==> src/hw/rtl/delta_list_event_timer_queue_defines.svh <==
// Assertion macros for the delta-list event timer queue.
// Taken in by the RTL files that carry concurrent assertions; no other dependencies.
`ifndef DELTA_LIST_EVENT_TIMER_QUEUE_DEFINES_SVH
`define DELTA_LIST_EVENT_TIMER_QUEUE_DEFINES_SVH

// Same-cycle implication, disabled while reset is high
`define DLETQ_ASSERT_IMP(label, clk, rst, ante, cons, msg) \
  label: assert property (@(posedge clk) disable iff (rst) (ante) |-> (cons)) \
    else $error(msg);

// Next-cycle implication, disabled while reset is high
`define DLETQ_ASSERT_NXT(label, clk, rst, ante, cons, msg) \
  label: assert property (@(posedge clk) disable iff (rst) (ante) |=> (cons)) \
    else $error(msg);

`endif

==> src/hw/rtl/dletq_pkg.sv <==
// Shared types, codes and helpers for the delta-list event timer queue.
// No dependencies; imported by every module of the block.
`default_nettype none

package dletq_pkg;

  // Default sizing, handed down from the top level
  localparam int DEF_QUEUE_DEPTH = 16;
  localparam int DEF_OWNER_BITS  = 8;

  // Fixed field widths
  localparam int ACTION_W = 2;
  localparam int DATA_W   = 32;
  localparam int TAG_W    = 32;
  localparam int DELTA_W  = 32;
  localparam int DELAY_W  = 31;
  localparam int TICK_W   = 20;
  localparam int ENTRY_FIXED_W = DATA_W + TAG_W + DELTA_W;

  // Action codes
  localparam logic [ACTION_W-1:0] ACT_TICK   = 2'd0;
  localparam logic [ACTION_W-1:0] ACT_ADD    = 2'd1;
  localparam logic [ACTION_W-1:0] ACT_REMOVE = 2'd2;

  // Result kinds
  localparam logic RES_FIRED = 1'b0;
  localparam logic RES_FULL  = 1'b1;

  // Saturation bounds of a stored delay
  localparam int SAT_IN_W = 64;
  localparam logic signed [SAT_IN_W-1:0] DELTA_MAX = 64'sh0000_0000_7FFF_FFFF;
  localparam logic signed [SAT_IN_W-1:0] DELTA_MIN = 64'shFFFF_FFFF_8000_0000;

  typedef enum logic [2:0] {
    ST_IDLE,
    ST_TICK_HEAD,
    ST_TICK_EVAL,
    ST_WALK,
    ST_FINISH,
    ST_RESULT
  } dletq_state_t;

  // Controller to datapath
  typedef struct packed {
    logic start;
    logic issue;
    logic walk;
    logic head_eval;
    logic finish;
    logic load_out;
  } dletq_cmd_t;

  // Datapath to controller
  typedef struct packed {
    logic empty;
    logic full;
    logic more;
    logic dv;
    logic head_due;
    logic res_pend;
    logic out_free;
  } dletq_stat_t;

  // Clamp a wide signed value to the signed 32-bit delay range
  function automatic logic signed [DELTA_W-1:0] sat_delta(
    input logic signed [SAT_IN_W-1:0] v
  );
    logic signed [DELTA_W-1:0] r;
    if (v > DELTA_MAX) begin
      r = DELTA_MAX[DELTA_W-1:0];
    end else if (v < DELTA_MIN) begin
      r = DELTA_MIN[DELTA_W-1:0];
    end else begin
      r = v[DELTA_W-1:0];
    end
    return r;
  endfunction

endpackage

`default_nettype wire

==> src/hw/rtl/dletq_ram.sv <==
// Generic single-write, single-read RAM with a registered read port.
// Depends on dletq_pkg for default sizing only.
`default_nettype none

module dletq_ram
  import dletq_pkg::*;
#(
  parameter int WIDTH = DEF_OWNER_BITS + ENTRY_FIXED_W,
  parameter int DEPTH = DEF_QUEUE_DEPTH
) (
  input  wire logic                     clk,
  input  wire logic                     we,
  input  wire logic [$clog2(DEPTH)-1:0] waddr,
  input  wire logic [WIDTH-1:0]         wdata,
  input  wire logic                     re,
  input  wire logic [$clog2(DEPTH)-1:0] raddr,
  output logic      [WIDTH-1:0]         rdata
);

  logic [WIDTH-1:0] mem [DEPTH];

  // Write port
  always_ff @(posedge clk) begin
    if (we) begin
      mem[waddr] <= wdata;
    end
  end

  // Registered read port
  always_ff @(posedge clk) begin
    if (re) begin
      rdata <= mem[raddr];
    end
  end

endmodule

`default_nettype wire

==> src/hw/rtl/dletq_ctrl.sv <==
// Controller state machine of the delta-list event timer queue.
// Depends on dletq_pkg and the assertion macros header; drives the datapath commands.
`default_nettype none
`include "delta_list_event_timer_queue_defines.svh"

module dletq_ctrl
  import dletq_pkg::*;
(
  input  wire logic                clk,
  input  wire logic                rst,
  input  wire logic                item_valid,
  input  wire logic [ACTION_W-1:0] action,
  output logic                     item_ready,
  input  wire dletq_stat_t         st,
  output dletq_cmd_t               cmd
);

  dletq_state_t state;
  dletq_state_t state_next;

  // State register
  always_ff @(posedge clk) begin
    if (rst) begin
      state <= ST_IDLE;
    end else begin
      state <= state_next;
    end
  end

  // Next state
  always_comb begin
    state_next = state;
    case (state)
      ST_IDLE: begin
        if (item_valid) begin
          case (action)
            ACT_TICK:   state_next = st.empty ? ST_IDLE : ST_TICK_HEAD;
            ACT_ADD:    state_next = st.full ? ST_RESULT : ST_WALK;
            ACT_REMOVE: state_next = ST_WALK;
            default:    state_next = ST_IDLE;
          endcase
        end
      end
      ST_TICK_HEAD: state_next = ST_TICK_EVAL;
      ST_TICK_EVAL: state_next = st.head_due ? ST_WALK : ST_IDLE;
      ST_WALK: begin
        if (!st.more && !st.dv) begin
          state_next = ST_FINISH;
        end
      end
      ST_FINISH: state_next = st.res_pend ? ST_RESULT : ST_IDLE;
      ST_RESULT: begin
        if (st.out_free) begin
          state_next = ST_IDLE;
        end
      end
      default: state_next = ST_IDLE;
    endcase
  end

  // Command outputs
  always_comb begin
    cmd        = '0;
    item_ready = 1'b0;
    case (state)
      ST_IDLE: begin
        item_ready = 1'b1;
        cmd.start  = item_valid;
      end
      ST_TICK_HEAD: cmd.issue = 1'b1;
      ST_TICK_EVAL: cmd.head_eval = 1'b1;
      ST_WALK: begin
        cmd.walk  = 1'b1;
        cmd.issue = st.more;
      end
      ST_FINISH: cmd.finish = 1'b1;
      ST_RESULT: cmd.load_out = st.out_free;
      default: cmd = '0;
    endcase
  end

  // Consistency of the walk and the result hand-off
  `DLETQ_ASSERT_IMP(a_issue_in_range, clk, rst, cmd.issue, st.more, "read issued past the last entry")
  `DLETQ_ASSERT_IMP(a_finish_drained, clk, rst, cmd.finish, !st.dv, "finish with a read still in flight")
  `DLETQ_ASSERT_IMP(a_eval_has_data, clk, rst, state == ST_TICK_EVAL, st.dv, "head evaluated without read data")
  `DLETQ_ASSERT_IMP(a_result_pending, clk, rst, state == ST_RESULT, st.res_pend, "result state with nothing to deliver")
  `DLETQ_ASSERT_NXT(a_full_rejects, clk, rst, item_valid && item_ready && action == ACT_ADD && st.full, st.res_pend, "add on a full queue raised no rejection")

endmodule

`default_nettype wire

==> src/hw/rtl/dletq_dp.sv <==
// Datapath of the delta-list event timer queue: entry RAM, walk pointers, delay arithmetic.
// Depends on dletq_pkg and dletq_ram; steered by dletq_ctrl through command and status structs.
`default_nettype none

module dletq_dp
  import dletq_pkg::*;
#(
  parameter int QUEUE_DEPTH = DEF_QUEUE_DEPTH,
  parameter int OWNER_BITS  = DEF_OWNER_BITS
) (
  input  wire logic                  clk,
  input  wire logic                  rst,
  input  wire dletq_cmd_t            cmd,
  output dletq_stat_t                st,
  input  wire logic [ACTION_W-1:0]   action,
  input  wire logic [OWNER_BITS-1:0] owner_id,
  input  wire logic [DATA_W-1:0]     event_data,
  input  wire logic [TAG_W-1:0]      event_tag,
  input  wire logic [DELAY_W-1:0]    delay_us,
  input  wire logic [TICK_W-1:0]     tick_us,
  input  wire logic                  result_ready,
  output logic                       result_valid,
  output logic                       result_kind,
  output logic [OWNER_BITS-1:0]      fired_owner,
  output logic [DATA_W-1:0]          fired_data,
  output logic [TAG_W-1:0]           fired_tag
);

  localparam int IDX_W   = $clog2(QUEUE_DEPTH);
  localparam int CNT_W   = $clog2(QUEUE_DEPTH + 1);
  localparam int ENTRY_W = OWNER_BITS + ENTRY_FIXED_W;
  // Running sums of up to QUEUE_DEPTH signed delays
  localparam int CW      = DELTA_W + IDX_W + 1;

  // Control registers
  logic [CNT_W-1:0] count;
  logic [CNT_W-1:0] rd_ptr;
  logic [CNT_W-1:0] w_ptr;
  logic             dv;
  logic             ins;
  logic             res_pend;

  // Item and walk registers
  logic [ACTION_W-1:0]       act_q;
  logic [OWNER_BITS-1:0]     owner_q;
  logic [DATA_W-1:0]         data_q;
  logic [TAG_W-1:0]          tag_q;
  logic [DELAY_W-1:0]        delay_q;
  logic [TICK_W-1:0]         tick_q;
  logic [IDX_W-1:0]          rd_idx;
  logic signed [CW-1:0]      cum;
  logic signed [CW-1:0]      carry;
  logic signed [DELTA_W-1:0] dreg;
  logic [ENTRY_W-1:0]        pending;
  logic                      fire_kind;
  logic [OWNER_BITS-1:0]     fire_owner;
  logic [DATA_W-1:0]         fire_data;
  logic [TAG_W-1:0]          fire_tag;

  // RAM port signals
  logic               we;
  logic [IDX_W-1:0]   waddr;
  logic [ENTRY_W-1:0] wdata;
  logic [ENTRY_W-1:0] rdata;

  // Fields of the entry being read
  logic [OWNER_BITS-1:0]     r_owner;
  logic [DATA_W-1:0]         r_data;
  logic [TAG_W-1:0]          r_tag;
  logic signed [DELTA_W-1:0] r_delta;

  // Extended operands and results
  logic signed [CW:0]        delta_x;
  logic signed [CW:0]        tick_x;
  logic signed [CW:0]        delay_x;
  logic signed [CW:0]        cum_x;
  logic signed [CW:0]        carry_x;
  logic signed [CW:0]        dreg_x;
  logic signed [CW:0]        nd_x;
  logic signed [CW:0]        new_sum;
  logic signed [CW:0]        carry_sum;
  logic signed [DELTA_W-1:0] head_d;
  logic signed [DELTA_W-1:0] nd;
  logic signed [DELTA_W-1:0] split_delta;
  logic signed [DELTA_W-1:0] rem_delta;
  logic signed [DELTA_W-1:0] shift_delta;
  logic                      lt;
  logic                      match;
  logic                      full;
  logic                      walk_dv;

  dletq_ram #(
    .WIDTH (ENTRY_W),
    .DEPTH (QUEUE_DEPTH)
  ) u_ram (
    .clk   (clk),
    .we    (we),
    .waddr (waddr),
    .wdata (wdata),
    .re    (cmd.issue),
    .raddr (rd_ptr[IDX_W-1:0]),
    .rdata (rdata)
  );

  // Unpack the read entry
  assign r_owner = rdata[ENTRY_W-1 -: OWNER_BITS];
  assign r_data  = rdata[DELTA_W+TAG_W+DATA_W-1 -: DATA_W];
  assign r_tag   = rdata[DELTA_W+TAG_W-1 -: TAG_W];
  assign r_delta = signed'(rdata[DELTA_W-1:0]);

  // Widen every operand to the running-sum width
  assign delta_x = (CW+1)'(r_delta);
  assign tick_x  = signed'((CW+1)'(tick_q));
  assign delay_x = signed'((CW+1)'(delay_q));
  assign cum_x   = (CW+1)'(cum);
  assign carry_x = (CW+1)'(carry);
  assign dreg_x  = (CW+1)'(dreg);
  assign nd_x    = (CW+1)'(nd);

  // Head after the elapsed time
  assign head_d = sat_delta(SAT_IN_W'(delta_x - tick_x));

  // Insertion search: new event goes before the first entry due strictly later
  assign new_sum     = cum_x + delta_x;
  assign lt          = delay_x < new_sum;
  assign nd          = sat_delta(SAT_IN_W'(delay_x - cum_x));
  assign split_delta = sat_delta(SAT_IN_W'(delta_x - nd_x));

  // Removal: fold removed delays into the next kept entry
  assign carry_sum = carry_x + delta_x;
  assign rem_delta = sat_delta(SAT_IN_W'(delta_x + carry_x));
  assign match     = (r_owner == owner_q);

  // Shift down after a fire: the new head takes the overrun
  assign shift_delta = (rd_idx == IDX_W'(1)) ? sat_delta(SAT_IN_W'(delta_x + dreg_x)) : r_delta;

  assign full    = (count == CNT_W'(QUEUE_DEPTH));
  assign walk_dv = cmd.walk && dv;

  // Single RAM write per cycle
  always_comb begin
    we    = 1'b0;
    waddr = '0;
    wdata = '0;
    if (cmd.head_eval && !(head_d[DELTA_W-1] || head_d == '0)) begin
      we    = 1'b1;
      waddr = '0;
      wdata = {r_owner, r_data, r_tag, head_d};
    end else if (walk_dv) begin
      case (act_q)
        ACT_TICK: begin
          we    = 1'b1;
          waddr = rd_idx - IDX_W'(1);
          wdata = {r_owner, r_data, r_tag, shift_delta};
        end
        ACT_ADD: begin
          if (ins) begin
            we    = 1'b1;
            waddr = rd_idx;
            wdata = pending;
          end else if (lt) begin
            we    = 1'b1;
            waddr = rd_idx;
            wdata = {owner_q, data_q, tag_q, nd};
          end
        end
        ACT_REMOVE: begin
          if (!match) begin
            we    = 1'b1;
            waddr = w_ptr[IDX_W-1:0];
            wdata = {r_owner, r_data, r_tag, rem_delta};
          end
        end
        default: we = 1'b0;
      endcase
    end else if (cmd.finish && act_q == ACT_ADD) begin
      we    = 1'b1;
      waddr = count[IDX_W-1:0];
      wdata = ins ? pending : {owner_q, data_q, tag_q, nd};
    end
  end

  // Control registers
  always_ff @(posedge clk) begin
    if (rst) begin
      count        <= '0;
      rd_ptr       <= '0;
      w_ptr        <= '0;
      dv           <= 1'b0;
      ins          <= 1'b0;
      res_pend     <= 1'b0;
      result_valid <= 1'b0;
    end else begin
      dv <= cmd.issue;
      if (cmd.start) begin
        rd_ptr <= '0;
        w_ptr  <= '0;
        ins    <= 1'b0;
      end else if (cmd.issue) begin
        rd_ptr <= rd_ptr + CNT_W'(1);
      end
      if (walk_dv && act_q == ACT_ADD && !ins && lt) begin
        ins <= 1'b1;
      end
      if (walk_dv && act_q == ACT_REMOVE && !match) begin
        w_ptr <= w_ptr + CNT_W'(1);
      end
      // Commit the new fill level
      if (cmd.finish) begin
        case (act_q)
          ACT_ADD:    count <= count + CNT_W'(1);
          ACT_TICK:   count <= count - CNT_W'(1);
          ACT_REMOVE: count <= w_ptr;
          default:    count <= count;
        endcase
      end
      // Track a result waiting for the output register
      if (cmd.start && action == ACT_ADD && full) begin
        res_pend <= 1'b1;
      end else if (cmd.head_eval && (head_d[DELTA_W-1] || head_d == '0)) begin
        res_pend <= 1'b1;
      end else if (cmd.load_out) begin
        res_pend <= 1'b0;
      end
      // Output register: hold until the transaction completes
      if (cmd.load_out) begin
        result_valid <= 1'b1;
      end else if (result_ready) begin
        result_valid <= 1'b0;
      end
    end
  end

  // Payload registers
  always_ff @(posedge clk) begin
    if (cmd.issue) begin
      rd_idx <= rd_ptr[IDX_W-1:0];
    end
    if (cmd.start) begin
      act_q   <= action;
      owner_q <= owner_id;
      data_q  <= event_data;
      tag_q   <= event_tag;
      delay_q <= delay_us;
      tick_q  <= tick_us;
      cum     <= '0;
      carry   <= '0;
      if (action == ACT_ADD && full) begin
        fire_kind  <= RES_FULL;
        fire_owner <= owner_id;
        fire_data  <= event_data;
        fire_tag   <= event_tag;
      end
    end
    // Capture the head and its overrun
    if (cmd.head_eval) begin
      dreg       <= head_d;
      fire_kind  <= RES_FIRED;
      fire_owner <= r_owner;
      fire_data  <= r_data;
      fire_tag   <= r_tag;
    end
    if (walk_dv) begin
      case (act_q)
        ACT_ADD: begin
          if (ins) begin
            pending <= rdata;
          end else if (lt) begin
            pending <= {r_owner, r_data, r_tag, split_delta};
          end else begin
            cum <= new_sum[CW-1:0];
          end
        end
        ACT_REMOVE: begin
          if (match) begin
            carry <= carry_sum[CW-1:0];
          end else begin
            carry <= '0;
          end
        end
        default: cum <= cum;
      endcase
    end
    if (cmd.load_out) begin
      result_kind <= fire_kind;
      fired_owner <= fire_owner;
      fired_data  <= fire_data;
      fired_tag   <= fire_tag;
    end
  end

  // Status to the controller
  always_comb begin
    st          = '0;
    st.empty    = (count == '0);
    st.full     = full;
    st.more     = (rd_ptr < count);
    st.dv       = dv;
    st.head_due = head_d[DELTA_W-1] || (head_d == '0);
    st.res_pend = res_pend;
    st.out_free = !result_valid || result_ready;
  end

endmodule

`default_nettype wire

==> src/hw/rtl/delta_list_event_timer_queue.sv <==
// Channel   | signals                          | payload
// ----------+----------------------------------+----------------------------------------
// item      | item_valid, item_ready           | action, owner_id, event_data, event_tag,
//           |                                  | delay_us, tick_us
// result    | result_valid, result_ready       | result_kind, fired_owner, fired_data,
//           |                                  | fired_tag
//
// One item at a time. Add, remove and a firing tick walk the queued entries, reading
// one entry per cycle through the single read port of the entry RAM; a tick that
// leaves the head pending reads the head only, and an add on a full queue answers
// without a walk. Reset is synchronous and clears the control registers only (fill
// count, pointers, flags); the entry RAM needs no clearing pass. The output register
// lets the next item be taken while a result waits; an item with its own result then
// holds at its end until the previous transaction on the result channel completes.
// Top level; depends on dletq_pkg, dletq_ctrl, dletq_dp and dletq_ram.
`default_nettype none

module delta_list_event_timer_queue
  import dletq_pkg::*;
#(
  parameter int QUEUE_DEPTH = DEF_QUEUE_DEPTH,
  parameter int OWNER_BITS  = DEF_OWNER_BITS
) (
  input  wire logic                  clk,
  input  wire logic                  rst,
  input  wire logic                  item_valid,
  output logic                       item_ready,
  input  wire logic [ACTION_W-1:0]   action,
  input  wire logic [OWNER_BITS-1:0] owner_id,
  input  wire logic [DATA_W-1:0]     event_data,
  input  wire logic [TAG_W-1:0]      event_tag,
  input  wire logic [DELAY_W-1:0]    delay_us,
  input  wire logic [TICK_W-1:0]     tick_us,
  output logic                       result_valid,
  input  wire logic                  result_ready,
  output logic                       result_kind,
  output logic [OWNER_BITS-1:0]      fired_owner,
  output logic [DATA_W-1:0]          fired_data,
  output logic [TAG_W-1:0]           fired_tag
);

  dletq_cmd_t  cmd;
  dletq_stat_t st;

  dletq_ctrl u_ctrl (
    .clk        (clk),
    .rst        (rst),
    .item_valid (item_valid),
    .action     (action),
    .item_ready (item_ready),
    .st         (st),
    .cmd        (cmd)
  );

  dletq_dp #(
    .QUEUE_DEPTH (QUEUE_DEPTH),
    .OWNER_BITS  (OWNER_BITS)
  ) u_dp (
    .clk          (clk),
    .rst          (rst),
    .cmd          (cmd),
    .st           (st),
    .action       (action),
    .owner_id     (owner_id),
    .event_data   (event_data),
    .event_tag    (event_tag),
    .delay_us     (delay_us),
    .tick_us      (tick_us),
    .result_ready (result_ready),
    .result_valid (result_valid),
    .result_kind  (result_kind),
    .fired_owner  (fired_owner),
    .fired_data   (fired_data),
    .fired_tag    (fired_tag)
  );

endmodule

`default_nettype wire
==> config.mk <==
export PLATFORM = sky130hd
export DESIGN_NAME = delta_list_event_timer_queue
export DESIGN_NICKNAME = d
export VERILOG_FILES = /design/src/hw/rtl/dletq_pkg.sv /design/src/hw/rtl/dletq_ram.sv /design/src/hw/rtl/dletq_ctrl.sv /design/src/hw/rtl/dletq_dp.sv /design/src/hw/rtl/delta_list_event_timer_queue.sv
export VERILOG_INCLUDE_DIRS = /design/src /design/src/hw/rtl
export SDC_FILE = /design/constraint.sdc
export NUM_CORES = 2
export LEC_CHECK = 0
export BUFFER_PORTS_ARGS = -buffer_cell sky130_fd_sc_hd__buf_2
export CORE_AREA = 3 3 395 397
export CTS_BUF_LIST = sky130_fd_sc_hd__clkbuf_4
export CTS_CLUSTER_SIZE = 30
export DETAILED_ROUTE_END_ITERATION = 16
export DIE_AREA = 0 0 398 400
export PLACE_DENSITY = 0.82
export SYNTH_ARGS = -nofsm -noshare
export SYNTH_HDL_FRONTEND = slang
export SYNTH_HIERARCHICAL = 1
export SYNTH_SLANG_ARGS = --single-unit
==> constraint.sdc <==
create_clock -name clk -period 23.2 [get_ports clk]
set_input_delay 5.8 -clock clk [delete_from_list [all_inputs] [get_ports clk]]
set_output_delay 5.8 -clock clk [all_outputs]
set_load 0.02 [all_outputs]
==> reports/results.ini <==
[sta]
slew-limit-headroom = -0.0106
worst_pin_slew_ns = 1.50
fin_tns_setup_ns = 0
drv_slew = 5
fmax_ghz = 0.0972
period_needed_ns = 10.29
finalWorstSetupSlack_ns = 12.91
hold_viol_final = 0
rsz0062_at_grt = false
period_share = 0.444
fin_skew_ns = 0.193
setup_viol = 0

[worst_setup_path]
startpoint_type = flop
path_class = flop to flop
cp.arrival_ns = 11.14
reg2regPathDepth = 27
r2r-start = u_dp/u_ram/rdata[0]
r2r_slack_ns = 12.91
max_stage_delay_ns = 0.93
required_ns = 24.05
crit_fanout = 48
endpoint_kind = flop
rr_endpoint = u_dp/u_ram/mem[11][4]
critPathSlowestCell = nor2_4

[power]
power_density_mw_per_mm2 = 80.3
p_int_w = 0.00659
netSwitchingPower_w = 0.00224
sw_frac_of_total = 0.254
p_leak_nw = 37.7
clkPwrFrac = 0.384
combPwrFrac = 0.094
ir_worst_vdd_v = 0.0000704
seqPwrFrac = 0.523

[route]
vias = 62934
drt_iter0_drc = 8471
drt-total-wl_um = 280000
drc = 0
drtPass1Iterations = 8
met3_length_um = 32600
avgRoutedWirePerCell_um = 30.5
ant_nets = 0
met1_length_um = 96200
viasPerCell = 6.84
met2RoutedLength_um = 136000
topRoutingLayerUsed = met5

[clock_tree]
post_cts_buffers = 0
clk_latency_ns = 1.40
cts-htree-levels = 6
clkTransAtPathRegs_ns = 0.07
cts-resized-gates = 0
cts.sinks = 2275
cts_buffers = 572
clk_path_buf_depth = 4
holdBufCountCts = 0
cts_tree = yes
cts-root-buf = clkbuf_4

[yosys]
synth_area_sq_mm = 0.0992
yosysSeqAreaShare = 0.683
async_flop_share = 0
synth_edf_count = 2215
avgSynthCellArea_sq_um = 16.2
synth_ff_type = edfxtp_1
synth_top_area_frac = 0.670
synth_seq_cells = 2275
synth_nets = 6487
yosysWarnings = 6
synth_area_leaders = edfxtp_1, mux4_2, ha_1
netlist_instances = 6118
yosysTopAreaCell = edfxtp_1
synth.distinct_cells = 107

[outcome]
status = complete, but fails checks
violations = capacitance limit, slew limit

[global_routing]
grt_pass1_wl_um = 414000
antenna_found_initial = 5
grt_max_degree = 136
track_usage = 0.355
grt_pass1_vias = 64717
grt_overflow = 0

[layout]
syn2layout_area_growth_pct = 10.8
post_route_cells_drive_above_1_share = 0.253
final_nets = 7150
fillers = 8911

[die]
num_rows = 143
num_io_pins = 204
die_y_um = 400
start_util = 0.652
dieArea_sq_mm = 0.159
core_area_sq_mm = 0.152
dieWidth_um = 398

[placement]
place.port_buffers = 203
globalplace.congestion = 0.975
hpwl_um = 164000
dp_slack_ns = 13.14

[hold_path]
hp-class = flop to flop
min_from = u_dp/fire_owner[7]
worstHoldEndpoint = u_dp/fired_owner[7]
min_path_cells = 0

[flow_run]
cap_violations = 1

cells in the final DEF, fill, tap and decap left out, types with 70 or more instances in the layout:
cell type / instances
nor2_1: 197
clkbuf_4: 798
xnor2_1: 111
o21ai_0: 311
mux2i_1: 77
edfxtp_1: 2215
nand2_1: 443
a21oi_1: 310
ha_1: 233
clkinv_1: 113
buf_4: 181
mux2_2: 77
buf_2: 203
a22oi_1: 217
xor2_1: 70
inv_1: 145
mux4_2: 416
power groups by stage:
stage                     Clock [W]  Sequential (W)  Combinational (W)
after global routing        0.00363         0.00462           0.000894
after global placement            0         0.00470           0.000782
after detailed placement          0         0.00470           0.000800
after CTS                   0.00343         0.00461           0.000812
final                       0.00339         0.00461           0.000828
after floorplan                   0         0.00469           0.000571
logic make-up (layout without fill, tap and decap cells):
logic type                 after synthesis  count (layout)  share of synthesized area
AOI/OAI and AO/OA                     1323            1323                     0.0870
xor gates and xnor gates               183             183                     0.0162
adders and majority gates              264             264                     0.0332
buffers and inverters                  444            1487                     0.0199
DFF                                   2275            2275                      0.683
muxes                                  570             570                      0.111
other                                    0               8                          0
and+or+nand+nor                       1059            1059                     0.0502
metal layers:
metal	GRT usage	vias to the layer above
met5	0	-
met4	0.194	4
met3	0.0798	960
met2	0.567	5072
met1	0.458	30715
li1	-	26183
cells in the mapped netlist (28+ instances only):
master and instances:
o21a_1 32, buf_2 48, nand4_1 31, a211oi_1 38, nand2b_1 28, mux2_2 77, ha_1 233, inv_1 145
nor2_1 211, mux4_2 416, xnor2_1 112, xor2_1 71, a21oi_1 310, o211ai_1 39, nand3_1 67, o21bai_1 29
clkbuf_1 190, a31oi_1 35, o21ai_0 326, dfxtp_1 60, a22oi_1 217, nor3_1 70, nand3b_1 44, edfxtp_1 2215
nand2_1 445, nor2b_1 31, mux2i_1 77, a21o_1 65
critical path: cells and delay by family (launching register included):
kind / cells / cell delay (ns)
DFF: 1 / 0.50
xor gates and xnor gates: 1 / 0.10
adders and majority gates: 3 / 0.92
and+or+nand+nor: 4 / 2.27
buffers and inverters: 2 / 1.43
AOI/OAI and AO/OA: 17 / 4.43
flip-flops by register name, indices dropped and copies added, names as in the netlist, 3 cells and up:
| name | count |
|---|---|
| u_dp/owner_q | 8 |
| u_ctrl/state | 3 |
| u_dp/tick_q | 20 |
| u_dp/count | 5 |
| u_dp/cum | 37 |
| u_dp/delay_q | 31 |
| u_dp/tag_q | 32 |
| u_dp/w_ptr | 5 |
| u_dp/fire_tag | 32 |
| u_dp/fired_tag | 32 |
| u_dp/dreg | 32 |
| u_dp/fire_owner | 8 |
| u_dp/fire_data | 32 |
| u_dp/u_ram/mem | 1664 |
| u_dp/data_q | 32 |
| u_dp/u_ram/rdata | 104 |
| u_dp/carry | 37 |
| u_dp/rd_idx | 4 |
| u_dp/pending | 104 |
| u_dp/rd_ptr | 5 |
| u_dp/fired_owner | 8 |
| u_dp/fired_data | 32 |
worst max-delay path by stage:
stage                   startpoint                      to  slack [ns]  cells after the start
6_report       u_dp/u_ram/rdata[0]   u_dp/u_ram/mem[11][4]       12.91                     27
5_1_grt        u_dp/u_ram/rdata[0]   u_dp/u_ram/mem[11][4]       12.60                     27
4_1_cts        u_dp/u_ram/rdata[0]   u_dp/u_ram/mem[11][4]       12.97                     27
3_5_place_dp   u_dp/u_ram/rdata[1]  u_dp/u_ram/mem[11][18]       13.14                     26
3_3_place_gp   u_dp/u_ram/rdata[1]  u_dp/u_ram/mem[11][93]       13.25                     26
2_1_floorplan  u_dp/u_ram/rdata[1]   u_dp/u_ram/mem[12][0]        5.46                     24
through the flow:
stage | util | hold slack [ns] | power, W | area [sq um] | std cells
finish | 0.722 | 0.406 | 0.00883 | 110000 | 9199
global route | 0.722 | 0.395 | 0.00914 | 110000 | 9197
CTS | 0.722 | 0.386 | 0.00886 | 110000 | 9190
detailed placement | 0.676 | 0.405 | 0.00550 | 103000 | 8236
global placement | 0.676 | 0.400 | 0.00548 | 103000 | 8236
floorplan | - | 0.400 | 0.00526 | 99200 | 6118
area by class of cell:
class	count	area [sq um]	area share
Multi-Input combinational cell	3399	29800	0.271
Clock inverter	156	915	0.00832
Clock buffer	798	5990	0.0545
Inverter	146	548	0.00498
Tap cell	2030	2540	0.0231
Antenna cell	8	20.0	0.000182
Sequential cell	2275	67700	0.616
Timing Repair Buffer	387	2430	0.0221
No activity file was read; power rests on OpenSTA's default activity.
